### src/rtl/core/rfpr_pkg.sv
// Package of the random frame rotation block: payload types, register
// indexes, fixed-point constants and rounding helpers. Depends on nothing.
`timescale 1ns / 1ps
`default_nettype none

package rfpr_pkg;

  localparam int FRAC_BITS     = 14;
  localparam int TRIG_BITS     = 28;
  localparam int ALIGN_BITS    = 12;
  localparam int GUARD_BITS    = 8;
  localparam int ANGLE_BITS    = 13;
  localparam int N_ANGLES      = 4;
  localparam int N_TERMS       = 40;
  localparam int N_VECTORS_DEF = 4;

  localparam logic signed [63:0] ONE64 = 64'sd1 <<< FRAC_BITS;
  localparam logic signed [15:0] ONE16 = 16'(ONE64);

  localparam logic [2:0] REG_ALIGN       = 3'd0;
  localparam logic [2:0] REG_ANGLE_ONE   = 3'd1;
  localparam logic [2:0] REG_ANGLE_TWO   = 3'd2;
  localparam logic [2:0] REG_ANGLE_THREE = 3'd3;
  localparam logic [2:0] REG_ANGLE_FOUR  = 3'd4;

  typedef struct packed {
    logic signed [15:0] zdir_x;
    logic signed [15:0] zdir_y;
    logic signed [15:0] zdir_z;
    logic signed [15:0] xdir_x;
    logic signed [15:0] xdir_y;
    logic signed [15:0] xdir_z;
  } item_t;

  typedef struct packed {
    logic [1:0]         vector_index;
    logic signed [15:0] rot_x;
    logic signed [15:0] rot_y;
    logic signed [15:0] rot_z;
    logic               last;
    logic               degenerate;
  } result_t;

  typedef struct packed {
    logic        start;
    logic [47:0] num;
    logic [27:0] den;
    logic [5:0]  qbits;
  } div_req_t;

  // Shift right with rounding to nearest, ties away from zero.
  function automatic logic signed [63:0] sround(input logic signed [63:0] v, input int s);
    logic [63:0] m;
    m = v[63] ? 64'(-v) : 64'(v);
    m = (m + (64'd1 << (s - 1))) >> s;
    return v[63] ? -$signed(m) : $signed(m);
  endfunction

  function automatic logic signed [15:0] sat_one(input logic signed [63:0] v);
    if (v > ONE64) return ONE16;
    if (v < -ONE64) return -ONE16;
    return 16'(v);
  endfunction

endpackage

`default_nettype wire

### src/rtl/core/rfpr_sqrt.sv
// Digit-by-digit integer square root, one result bit per cycle.
// Depends on rfpr_pkg only by convention of the project.
`timescale 1ns / 1ps
`default_nettype none

module rfpr_sqrt import rfpr_pkg::*; (
  input  wire logic        clk,
  input  wire logic        rst,
  input  wire logic        start,
  input  wire logic [55:0] radicand,
  output logic             done,
  output logic [27:0]      root
);

  logic [55:0] num;
  logic [55:0] res;
  logic [55:0] bitv;
  logic        run;
  logic [55:0] trial;

  assign trial = res + bitv;
  assign root  = res[27:0];

  always_ff @(posedge clk) begin
    if (rst) begin
      run  <= 1'b0;
      done <= 1'b0;
    end else begin
      done <= 1'b0;
      if (start) begin
        run  <= 1'b1;
        num  <= radicand;
        res  <= '0;
        bitv <= 56'd1 << 54;
      end else if (run) begin
        if (num >= trial) begin
          num <= num - trial;
          res <= (res >> 1) + bitv;
        end else begin
          res <= res >> 1;
        end
        bitv <= bitv >> 2;
        if (bitv == 56'd1) begin
          run  <= 1'b0;
          done <= 1'b1;
        end
      end
    end
  end

endmodule

`default_nettype wire

### config.mk
export PLATFORM = sky130hd
export DESIGN_NAME = rfpr_sqrt
export DESIGN_NICKNAME = d
export VERILOG_FILES = /design/src/rtl/core/rfpr_pkg.sv /design/src/rtl/core/rfpr_sqrt.sv
export SDC_FILE = /design/constraint.sdc
export NUM_CORES = 1
export LEC_CHECK = 0
export BUFFER_PORTS_ARGS = -buffer_cell sky130_fd_sc_hd__buf_2
export CAP_MARGIN = 0
export CORE_MARGIN = 5
export CORE_UTILIZATION = 54
export DETAILED_ROUTE_END_ITERATION = 16
export HOLD_SLACK_MARGIN = 0.08
export PLACE_DENSITY = 0.75
export REMOVE_ABC_BUFFERS = 1
export SKIP_LAST_GASP = 1
export SYNTH_ARGS = -nofsm -noshare
export SYNTH_HDL_FRONTEND = slang
export SYNTH_SLANG_ARGS = --single-unit
### constraint.sdc
create_clock -name clk -period 9.3 [get_ports clk]
set_input_delay 0.93 -clock clk [delete_from_list [all_inputs] [get_ports clk]]
set_output_delay 0.93 -clock clk [all_outputs]
set_load 0.05 [all_outputs]
# Word level (Yosys, flattened, before mapping)
# Index checks and enable logic that the tools add are counted.
# op_classes
div	0
n_shift	0
n_mux	10
magnitude_cmp	1
multipliers	0
n_bitwise	2
n_reduce_logical	5
eq_ne	1
addsub	3
# ops
op	count
two-way mux 56 bit	5
adder 55 x 55 -> 56 bit	1
adder 56 x 55 -> 56 bit	1
>= comparator 56 bit	1
subtractor 56 bit	1
two-way mux 55 bit	1
equality test 28 x 1 -> 1 bit (second input constant)	1
two-way mux 1 bit	4
nonzero test 2 bit	2
AND reduction 3 bit	1
OR reduction 3 bit	1
NOT 1 bit	2
AND reduction 2 bit	1
# totals
out_inout_bits	29
ramBits	0
mem_bits_ro	0
inputBits	59
elab_cells	27
memories	0
latchBits	0
register_bits	142

# Depth between registers and ports, before layout
# logic_depth
depth_word	5
ltp_mapped	26
depth_no_buf	23

# Least setup slack after synthesis
# No wires, ideal clock.
# synth_timing
kind	input port to flip-flop
startpoint	input start
endpoint	register num[0], enable pin
n_path_buf	2
setup_ps	555
stages	5
t_arrival_ps	9374
slack_ps	-630
required_time_ps	8745
cell_sequence	clkbuf_1 > clkbuf_1 > nor2_1 > nor2_1 > a21boi_0
# synth_via
elab_chain_len	2
word_cells_on_any_way	3
cone_classes	3 x reduce/logical
# synth_rtl
element	line	source
start: declaration	rfpr_sqrt.sv:9	input wire logic start,
nonzero test 2 bit (no line)	--	
AND reduction 3 bit (no line) (*)	--	
end signal: assignment	rfpr_sqrt.sv:32	num <= radicand;
end signal: assignment	rfpr_sqrt.sv:37	num <= num - trial;
end: declaration	rfpr_sqrt.sv:15	logic [55:0] num;
# Mark *: on every way between the ends. The rest lies on a longest branch, timed or not.
# A chain may end at the register's enable or synchronous reset.

# Worst setup path after layout
# layout_timing
startpoint	register res[0]
endpoint	register res[20] (data pin)
# layout_via
elab_chain_len	4
# layout_rtl
element	line	source
start: declaration	rfpr_sqrt.sv:16	logic [55:0] res;
start signal: assignment	rfpr_sqrt.sv:38	res <= (res >> 1) + bitv;
start signal: assignment	rfpr_sqrt.sv:40	res <= res >> 1;
adder 56 x 55 -> 56 bit	rfpr_sqrt.sv:21	assign trial = res + bitv;
>= comparator 56 bit	rfpr_sqrt.sv:36	if (num >= trial) begin
two-way mux 56 bit	rfpr_sqrt.sv:36	
two-way mux 56 bit	rfpr_sqrt.sv:35	end else if (run) begin
# Every way passes these cells. The select of a mux whose other input is x is not followed.

==> run_results.csv <==
group,metric,value,unit
run_status,status,"finished, final reports clean",
floorplan,die_x,166,um
layout,area_growth,7.74,%
placement,place_hpwl,24700,um
floorplan,die_y,166,um
floorplan,die_area,27400,um^2
critical_path,cp.arrival,7.22,ns
power_and_ir_drop,pwr_density_cell,210,nW/um^2
logic_synthesis,ys_seq_elements,142,
global_routing,antenna_found_initial,0,
critical_path,cp_max_fo,48,
clocking,cts_resized,0,
power_and_ir_drop,leakagePower,5.45,nW
critical_path,start_kind,"flip-flop",
critical_path,worstSetupEndpointType,"flip-flop",
sta,worstMarginPinSlew,1.14,ns
clocking,post_cts.repair.setup_buffers,0,
sta,hold_ws,0.514,ns
sta,fin_crit_sh,0.748,
logic_synthesis,syn_inst,1467,
logic_synthesis,syn-cell-area,13100,um^2
drt,via_count,11300,
critical_path,required,9.56,ns
drt,drtIter0Drc,1308,
logic_synthesis,yosys_warnings,0,
layout,fin_cells,1828,
global_routing,grt_max_degree,86,
flow_run,max-cap-violations,0,
drt,via_per_inst,6.18,
min_path,hold_class,"reg -> reg",
placement,dp_cells,1797,
clocking,numCtsBuffers,17,
logic_synthesis,async_reset_ff_frac,0,
layout,final_nets,1666,
clocking,clockBufferDepth,2,
clocking,clock_sinks,142,
logic_synthesis,syn_avg_cell_area,8.91,um^2
clocking,cts_hold_buf,0,
placement,gp_congestion,0.916,
drt,wirelength,33700,um
floorplan,rows,57,
sta,hold_violations,0,
critical_path,crit_type,"reg -> reg",
logic_synthesis,ys.flop_type,"edfxtp_1",
power_and_ir_drop,ir_drop,124,uV
drt,ant_nets,0,
global_routing,first_global_vias,10400,
sta,grt_setup_unrepaired,"false",
sta,slew_headroom,0.237,
sta,layout_min_cycle_time,6.96,ns
sta,setup_viol,0,
global_routing,grt_pass1_wl,53600,um
placement,io_buffer_count,87,
clocking,cts_max_level,4,
drt,first_pass_iters,6,
logic_synthesis,ys_types,81,
drt,drc_errors,0,
sta,fin_skew,0.0160,ns
floorplan,core_area,24100,um^2
min_path,min_delay_path_depth,1,
global_routing,grt_usage,0.245,
global_routing,overflow,0,
sta,fmax,144,MHz
floorplan,start_util,0.542,
layout,layout_common_cells,"nand2_1, edfxtp_1, nor2_1, o21ai_0, ha_1",
logic_synthesis,synth_edf_count,140,
layout,final_common_cell,"nand2_1",
clocking,root_buffer,"clkbuf_16",
critical_path,rr_worst_depth,20,
drt,wl_per_cell,18.5,um
sta,drv_slew,0,
floorplan,io_pins,88,
layout,drive_gt1_frac,0.126,
clocking,clk_pin_slew_worst_paths,0.07,ns
clocking,cts_tree,"yes",
clocking,worstSkewPairLatency,0.44,ns
logic_synthesis,ys_seq_area_frac,0.325,
layout,diodes,0,
[final timing paths]
| path | end | from | slack [ns] |
|---|---|---|---|
| max | res[20] | res[0] | 2.34 |
| min reg2reg | done | run | 0.51 |
| max reg2reg | res[20] | res[0] | 2.34 |
| min | done | run | 0.51 |
[flip-flops by register name, indices dropped and copies added (netlist names)]
| name | cells |
|---|---|
| num | 56 |
| done | 1 |
| bitv | 28 |
| run | 1 |
| res | 56 |
[critical path: stages (launching register included)]
cell and delay (ns):
edfxtp_1 0.41, ha_1 0.24, ha_1 0.21, a21o_1 0.20, a31oi_1 0.28, o21ai_0 0.17
a31oi_1 0.37, o21ai_0 0.30, a211oi_1 0.48, o31ai_1 0.26, a31o_2 0.33, mux2i_1 0.15
nor2_1 0.09, ha_1 0.42, nand2_1 0.11, nor3_1 0.26, and4_1 0.26, a221o_1 0.79
or2_2 1.02, nor2_1 0.12, a211oi_2 0.26
[per-layer routing]
metal | vias up | GRT usage | part of all wire
met5 | - | 0 | 0
met2 | 457 | 0.382 | 0.44
met4 | 0 | 0.0694 | 0.024
met3 | 57 | 0.0397 | 0.072
li1 | 5503 | - | -
met1 | 5287 | 0.354 | 0.46
[through the flow]
step                      setup slack [ns]  instance area [um^2]  setup TNS (ns)  total power [mW]   util
after CTS                             2.44                 14100               0              2.94  0.584
after global placement                2.63                 13500               0              2.21  0.560
after detailed placement              2.45                 13500               0              2.24  0.560
final                                 2.34                 14100               0              2.95  0.584
after global routing                  1.72                 14100               0              3.14  0.584
after floorplan                     -0.645                 12600          -36.10              1.93      -
[synth_stat cells, types with 14 or more instances]
cell type  instances  area (um^2)
nand4_1           40          250
or3_1             14         87.6
a211oi_2          22          275
nor3_1            27          135
xor2_1            77          674
ha_1             114         1430
a21oi_1           79          395
nor2b_1           45          282
o21bai_1          26          195
xnor2_1           65          569
o21ai_0          118          591
edfxtp_1         140         4200
a21o_1            52          390
buf_4             32          240
a31oi_1           51          319
clkbuf_1          45          169
nor2_1           129          484
a31o_2            16          140
inv_1             24         90.1
o21a_1            14          105
nand2_1          156          586
nand3_1           19         95.1
[final cells by class]
cell class              count  area (um^2)
repair buffers             93          487
well taps                 324          405
clock inverters            13          148
fillers                  2140        10000
inverters                  24         90.1
flip-flops and latches    142         4240
multi-input cells        1214         8280
clock buffers              18          429
[report_power, final]
part	switching, mW	internal [mW]
sequential	0.0825	0.820
clock	0.283	0.417
combinational	0.822	0.530
total	1.19	1.77
[cell families after synthesis]
| family | count (synthesis) | synth area share |
|---|---|---|
| buffers and inverters | 111 | 0.0433 |
| flip-flops | 142 | 0.325 |
| XOR/XNOR | 142 | 0.0951 |
| multiplexers | 5 | 0.00431 |
| AND/OR/NAND/NOR | 483 | 0.174 |
| adder cells (fa/ha/maj) | 115 | 0.111 |
| AO/OA/AOI/OAI | 469 | 0.248 |
Note: power is estimated with default switching activity, not from simulation.
