$ cat config.mk
export PLATFORM = sky130hd
export DESIGN_NAME = rfpr_div
export DESIGN_NICKNAME = d
export VERILOG_FILES = /design/src/rtl/core/rfpr_pkg.sv /design/src/rtl/core/rfpr_div.sv
export SDC_FILE = /design/constraint.sdc
export NUM_CORES = 1
export LEC_CHECK = 0
export BUFFER_PORTS_ARGS = -buffer_cell sky130_fd_sc_hd__buf_4
export CAP_MARGIN = 25
export CORE_MARGIN = 2
export CORE_UTILIZATION = 35
export DETAILED_ROUTE_END_ITERATION = 7
export PLACE_DENSITY_LB_ADDON = 0.25
export SLEW_MARGIN = 20
export SYNTH_ARGS = -nofsm -noshare
export SYNTH_HDL_FRONTEND = slang
export SYNTH_SLANG_ARGS = --single-unit
export TNS_END_PERCENT = 5
$ cat constraint.sdc
create_clock -name clk -period 5.8 [get_ports clk]
set_clock_uncertainty 0.15 [all_clocks]
set_input_delay 1.16 -clock clk [delete_from_list [all_inputs] [get_ports clk]]
set_output_delay 1.16 -clock clk [all_outputs]
set_load 0.1 [all_outputs]
$ cat src/rtl/core/rfpr_pkg.sv
// Package of the random frame rotation block: payload types, register
// indexes, fixed-point constants and rounding helpers. Depends on nothing.
`timescale 1ns / 1ps
`default_nettype none

package rfpr_pkg;

  localparam int FRAC_BITS     = 14;
  localparam int TRIG_BITS     = 28;
  localparam int ALIGN_BITS    = 12;
  localparam int GUARD_BITS    = 8;
  localparam int ANGLE_BITS    = 13;
  localparam int N_ANGLES      = 4;
  localparam int N_TERMS       = 40;
  localparam int N_VECTORS_DEF = 4;

  localparam logic signed [63:0] ONE64 = 64'sd1 <<< FRAC_BITS;
  localparam logic signed [15:0] ONE16 = 16'(ONE64);

  localparam logic [2:0] REG_ALIGN       = 3'd0;
  localparam logic [2:0] REG_ANGLE_ONE   = 3'd1;
  localparam logic [2:0] REG_ANGLE_TWO   = 3'd2;
  localparam logic [2:0] REG_ANGLE_THREE = 3'd3;
  localparam logic [2:0] REG_ANGLE_FOUR  = 3'd4;

  typedef struct packed {
    logic signed [15:0] zdir_x;
    logic signed [15:0] zdir_y;
    logic signed [15:0] zdir_z;
    logic signed [15:0] xdir_x;
    logic signed [15:0] xdir_y;
    logic signed [15:0] xdir_z;
  } item_t;

  typedef struct packed {
    logic [1:0]         vector_index;
    logic signed [15:0] rot_x;
    logic signed [15:0] rot_y;
    logic signed [15:0] rot_z;
    logic               last;
    logic               degenerate;
  } result_t;

  typedef struct packed {
    logic        start;
    logic [47:0] num;
    logic [27:0] den;
    logic [5:0]  qbits;
  } div_req_t;

  // Shift right with rounding to nearest, ties away from zero.
  function automatic logic signed [63:0] sround(input logic signed [63:0] v, input int s);
    logic [63:0] m;
    m = v[63] ? 64'(-v) : 64'(v);
    m = (m + (64'd1 << (s - 1))) >> s;
    return v[63] ? -$signed(m) : $signed(m);
  endfunction

  function automatic logic signed [15:0] sat_one(input logic signed [63:0] v);
    if (v > ONE64) return ONE16;
    if (v < -ONE64) return -ONE16;
    return 16'(v);
  endfunction

endpackage

`default_nettype wire

$ cat src/rtl/core/rfpr_div.sv
// Bit-serial restoring divider with a selectable quotient length.
// Depends on rfpr_pkg for the request struct.
`timescale 1ns / 1ps
`default_nettype none

module rfpr_div import rfpr_pkg::*; (
  input  wire logic        clk,
  input  wire logic        rst,
  input  wire div_req_t    req,
  output logic             done,
  output logic [35:0]      quot
);

  logic [47:0] rem;
  logic [47:0] dsh;
  logic [5:0]  cnt;
  logic        run;
  logic        ge;

  assign ge = rem >= dsh;

  always_ff @(posedge clk) begin
    if (rst) begin
      run  <= 1'b0;
      done <= 1'b0;
    end else begin
      done <= 1'b0;
      if (req.start) begin
        run  <= 1'b1;
        cnt  <= req.qbits;
        rem  <= req.num;
        dsh  <= 48'(req.den) << (req.qbits - 6'd1);
        quot <= '0;
      end else if (run) begin
        if (ge) begin
          rem <= rem - dsh;
        end
        quot <= {quot[34:0], ge};
        dsh  <= dsh >> 1;
        cnt  <= cnt - 6'd1;
        if (cnt == 6'd1) begin
          run  <= 1'b0;
          done <= 1'b1;
        end
      end
    end
  end

endmodule

`default_nettype wire

==> Word level (Yosys, flattened, before mapping) <==
Cells that the tools add are included.
{ "op_classes": {"add_sub_neg": 3, "n_lt_le_gt_ge": 1, "eq_ne": 1, "n_shift": 1, "mux": 12, "bitwise_logic": 2, "n_reduce_logical": 5} }
{ "op_table": {"columns": ["operator", "count"], "rows": [
  ["$mux 48", 5],
  ["$ge 48x48->1", 1],
  ["$shl 28x6->48", 1],
  ["$sub 48x48->48", 1],
  ["$mux 36", 1],
  ["$mux 6", 2],
  ["$sub 6x1->6 const B", 2],
  ["$eq 6x1->1 const B", 1],
  ["$mux 1", 4],
  ["$reduce_bool 2->1", 2],
  ["$reduce_and 3->1", 1],
  ["$reduce_or 3->1", 1],
  ["$not 1->1", 2],
  ["$reduce_and 2->1", 1]
]} }
{ "word_totals": {"register_bits": 140, "inputBits": 85, "word_cells": 31} }

==> Logic depth before layout (Yosys ltp) <==
{ "depth": {"word_depth": 4, "ltp_mapped": 15, "ltp_nobuf": 12} }

==> Worst setup path before layout <==
Ideal clock, no wire load.
{ "synth_path": {"kind": "input to register", "startpoint": "input port req[82] (netlist name)", "endpoint": "register cnt[0] (enable)", "setup_time_ns": 0.539, "arrival_ns": 5.452, "t_required_ns": 5.111, "setup_slack_ns": -0.341, "stages": 4, "cell_sequence": "buf_2 clkbuf_1 nor2_1 nor2_1"} }
{ "synth_via": {"elab_chain_cells": 2} }
{ "synth_rtl": {"columns": ["item", "line", "rtl"], "rows": [
  ["start: declaration", "rfpr_div.sv:9", "input wire div_req_t req,"],
  ["$reduce_bool 2->1 (no line)", null, null],
  ["$reduce_and 2->1 (no line)", null, null],
  ["end signal: assignment", "rfpr_div.sv:30", "cnt <= req.qbits;"],
  ["end signal: assignment", "rfpr_div.sv:40", "cnt <= cnt - 6'd1;"],
  ["end: declaration", "rfpr_div.sv:16", "logic [5:0] cnt;"]
]} }
No other way between the ends.
A chain may end at the register's enable or synchronous reset.

==> Worst setup path in the final report <==
{ "layout_path": {"startpoint": "input port req[0] (netlist name)", "endpoint": "register dsh[34] (data pin)"} }
{ "layout_via": {"elab_chain_cells": 3} }
{ "layout_rtl": {"columns": ["item", "line", "rtl"], "rows": [
  ["$sub 6x1->6", "rfpr_div.sv:32", "dsh <= 48'(req.den) << (req.qbits - 6'd1);"],
  ["$shl 28x6->48", "rfpr_div.sv:32", null],
  ["$mux 48", "rfpr_div.sv:28", "if (req.start) begin"],
  ["end signal: assignment", "rfpr_div.sv:32", null],
  ["end signal: assignment", "rfpr_div.sv:39", "dsh <= dsh >> 1;"],
  ["end: declaration", "rfpr_div.sv:15", "logic [47:0] dsh;"]
]} }
No other way between the ends.

==> metrics.yaml <==
die:
  core-area_mm2: 0.0288
  die_y_um: 175
  start_util_pct: 35.6
  fp.dieW_um: 175
  io_pins: 122
  fp.dieArea_mm2: 0.0307
  rows: 62
critical_path:
  cpLargestDelayFamily: "buffers and inverters"
  crit_start: "req[0]"
  crit_slowest_cell: "ha_1"
  rr_worst_depth: 12
  rrSetupSlack_ns: 1.71
  worst_setup_path_start_kind: "primary input"
  critPathKind: "primary input to flop"
  max_stage_delay_ns: 0.59
  arrival_ns: 4.19
  worst-path-buf-inv: 3
  timing.rr.start: "dsh[4]"
  r2r-end: "rem[0]"
  crit_cells: 13
  critPathCapture: "dsh[34]"
  end_kind: "flop"
  crit_chain: "buf_4 -> inv_1 -> ha_1 -> buf_4 -> mux2_2 -> nor2_1 -> a21oi_1 -> mux2i_1 -> nor2_1 -> o21ai_0 -> o21ai_0 -> a22oi_1 -> a21oi_1"
  crit_fanout: 35
  crit_required_ns: 5.80
final_layout:
  final_cell_area_mm2: 0.0122
  n_antenna_cell: 0
  fin_util_pct: 42.4
  nets: 1331
  layout-drive-gt1-share_pct: 17.7
  syn_to_final_growth_pct: 18.9
synthesis:
  ys.flop_type: "edfxtp_1"
  syn_inst: 1103
  synth-simple-area-share_pct: 14.7
  synthArstFlopShare_pct: 0
  synth-seq-cells: 140
  synth_compound_area_share_pct: 20.9
  synth_top_area_share_pct: 40.4
  synth_top_family_by_area: "compound AO/OA/AOI/OAI gates"
  synth.area.top_cells: "edfxtp_1 40%, ha_1 6.2%, nand2_1 5.6%"
  yosysSeqAreaShare_pct: 40.8
  synth_adder_area_share_pct: 6.42
  synth_area_mm2: 0.0103
  synth-edff-count: 138
  synth_mux_area_share_pct: 7.60
  yosys.area.top_type: "edfxtp_1"
  synth_cell_types: 66
  avgSynthCellArea_um2: 9.30
  synth_xor_area_share_pct: 4.44
  ys_warn_count: 0
  syn_nets: 1240
clock_network:
  clk_pin_slew_ns: 0.06
  root_buffer: "clkbuf_16"
  post_cts_buffers: 0
  htreeDepth: 4
  cts_resized: 0
  cts_inserted_buffers: 17
  cts_sinks: 140
  clk_latency_ns: 0.43
  tritoncts: "built"
  cts_buffer_depth: 2
  postCtsHoldBufs: 0
global_routing:
  grt_use_total_pct: 19.7
  globalRoute.totalOverflow: 0
  grt_start_max_net_pins: 82
  grt_pass1_wl_mm: 47.2
  antenna_found_initial: 0
  grt_pass1_vias: 8440
sta:
  slew_headroom_pct: 41.1
  finalSetupViolations: 0
  worstMarginPinSlew_ns: 0.882
  fin_crit_ns: 4.20
  tns_ns: 0
  max_freq_mhz: 238
  slew_violations: 0
  finalWorstSetupSlack_ns: 1.60
  layout_worst_path_cycle_share_pct: 72.4
  rsz0062_at_grt: "no"
  hold_violations: 0
run_status:
  status: "finished, final reports clean"
placement:
  place_congestion: 0.907
  pre_cts_slack_ns: 1.19
  place_area_mm2: 0.0116
  dpl.hpwl_mm: 22.6
  portBuffers: 121
hold_path:
  hold_path_class: "flop to flop"
drt:
  drt-pass1-iter-count: 5
  vias: 8684
  viasPerCell: 5.46
  ant_nets: 0
  detail_route.wl_per_cell_um: 19.0
  drt_iter0_markers: 888
  drc: 0
  drt_wl_total_mm: 30.2
pwr:
  leakagePower_uw: 0.00490
  power.density_mw_per_mm2: 302
  ir_drop_uv: 215
run:
  timing.max_cap.violations: 0
-- flip-flops by register name (all words and copies together), names as in the netlist --
register and count:
run 1, quot 36, done 1, dsh 48, rem 48, cnt 6
-- synth_stat cells, types with 10 or more instances --
| master | instances |
|---|---|
| nand4_1 | 14 |
| nand3_1 | 18 |
| mux2i_1 | 25 |
| nor2_1 | 64 |
| edfxtp_1 | 138 |
| nor3_1 | 10 |
| o21ai_0 | 77 |
| nor2b_1 | 39 |
| xnor2_1 | 30 |
| a21o_1 | 25 |
| nand2_1 | 154 |
| a21oi_1 | 90 |
| mux4_2 | 20 |
| clkbuf_1 | 51 |
| inv_1 | 73 |
| ha_1 | 51 |
| o22ai_1 | 37 |
| xor2_1 | 22 |
| o21bai_1 | 13 |
| o21ai_1 | 22 |
-- power by group --
part / switching (µW) / total [µW] / leakage, µW / internal (µW)
clock: 456 / 1170 / 0.000292 / 719
combinational: 788 / 1240 / 0.00326 / 452
sequential: 34.3 / 1270 / 0.00135 / 1230
total: 1280 / 3680 / 0.00490 / 2410
-- area by class of cell --
cell class | count | area [µm²]
tap | 384 | 480
multi-input combinational | 825 | 5590
timing repair buffer | 136 | 1040
fill | 2826 | 16600
inverter | 74 | 278
clock inverter | 15 | 198
clock buffer | 17 | 425
sequential | 140 | 4180
-- metal layers --
metal  GRT usage [%]  routed length (µm)  vias up
met5               0                   0        -
met4            5.49                 485        0
met3            3.94                1890       32
met2            30.6               13800      296
met1            28.0               14000     4109
li1                -                   -     4247
-- cells in the final DEF (no fill, tap or decap), drive strengths merged, types with 20 or more instances in the layout --
cell type	netlist	routed
inv	73	74
nor2	64	64
a21o	25	25
nand2	154	154
o21ai	100	100
nor2b	39	39
xor2	22	22
ha	51	51
o22ai	37	37
edfxtp	138	138
xnor2	30	30
mux2i	25	25
mux4	20	20
a21oi	93	93
buf	13	136
-- how the worst min path moves through the flow --
stage | start | end | slack (ns) | cells after the start
floorplan | run | done | 0.39 | 1
global placement | quot[33] | quot[34] | 0.40 | 1
detailed placement | quot[20] | quot[21] | 0.41 | 1
CTS | quot[20] | quot[21] | 0.42 | 1
global route | quot[16] | quot[17] | 0.43 | 1
finish | quot[20] | quot[21] | 0.42 | 1
-- kinds of logic (layout without fill, tap and decap cells) --
| group | count (synthesis) | after routing |
|---|---|---|
| AO/OA/AOI/OAI | 340 | 340 |
| buffers and inverters | 138 | 242 |
| AND/OR/NAND/NOR | 329 | 329 |
| XOR/XNOR | 52 | 52 |
| adder cells (fa/ha/maj) | 52 | 52 |
| multiplexers | 52 | 52 |
| flip-flops | 140 | 140 |
-- through the flow --
stage	std cells	hold slack [ns]	power, µW
after floorplan	1103	0.393	2180
after global routing	1591	0.434	3870
final	1591	0.420	3680
after CTS	1591	0.422	3700
after detailed placement	1559	0.407	2520
after global placement	1559	0.395	2510
Power figures use the tool's default switching activity.
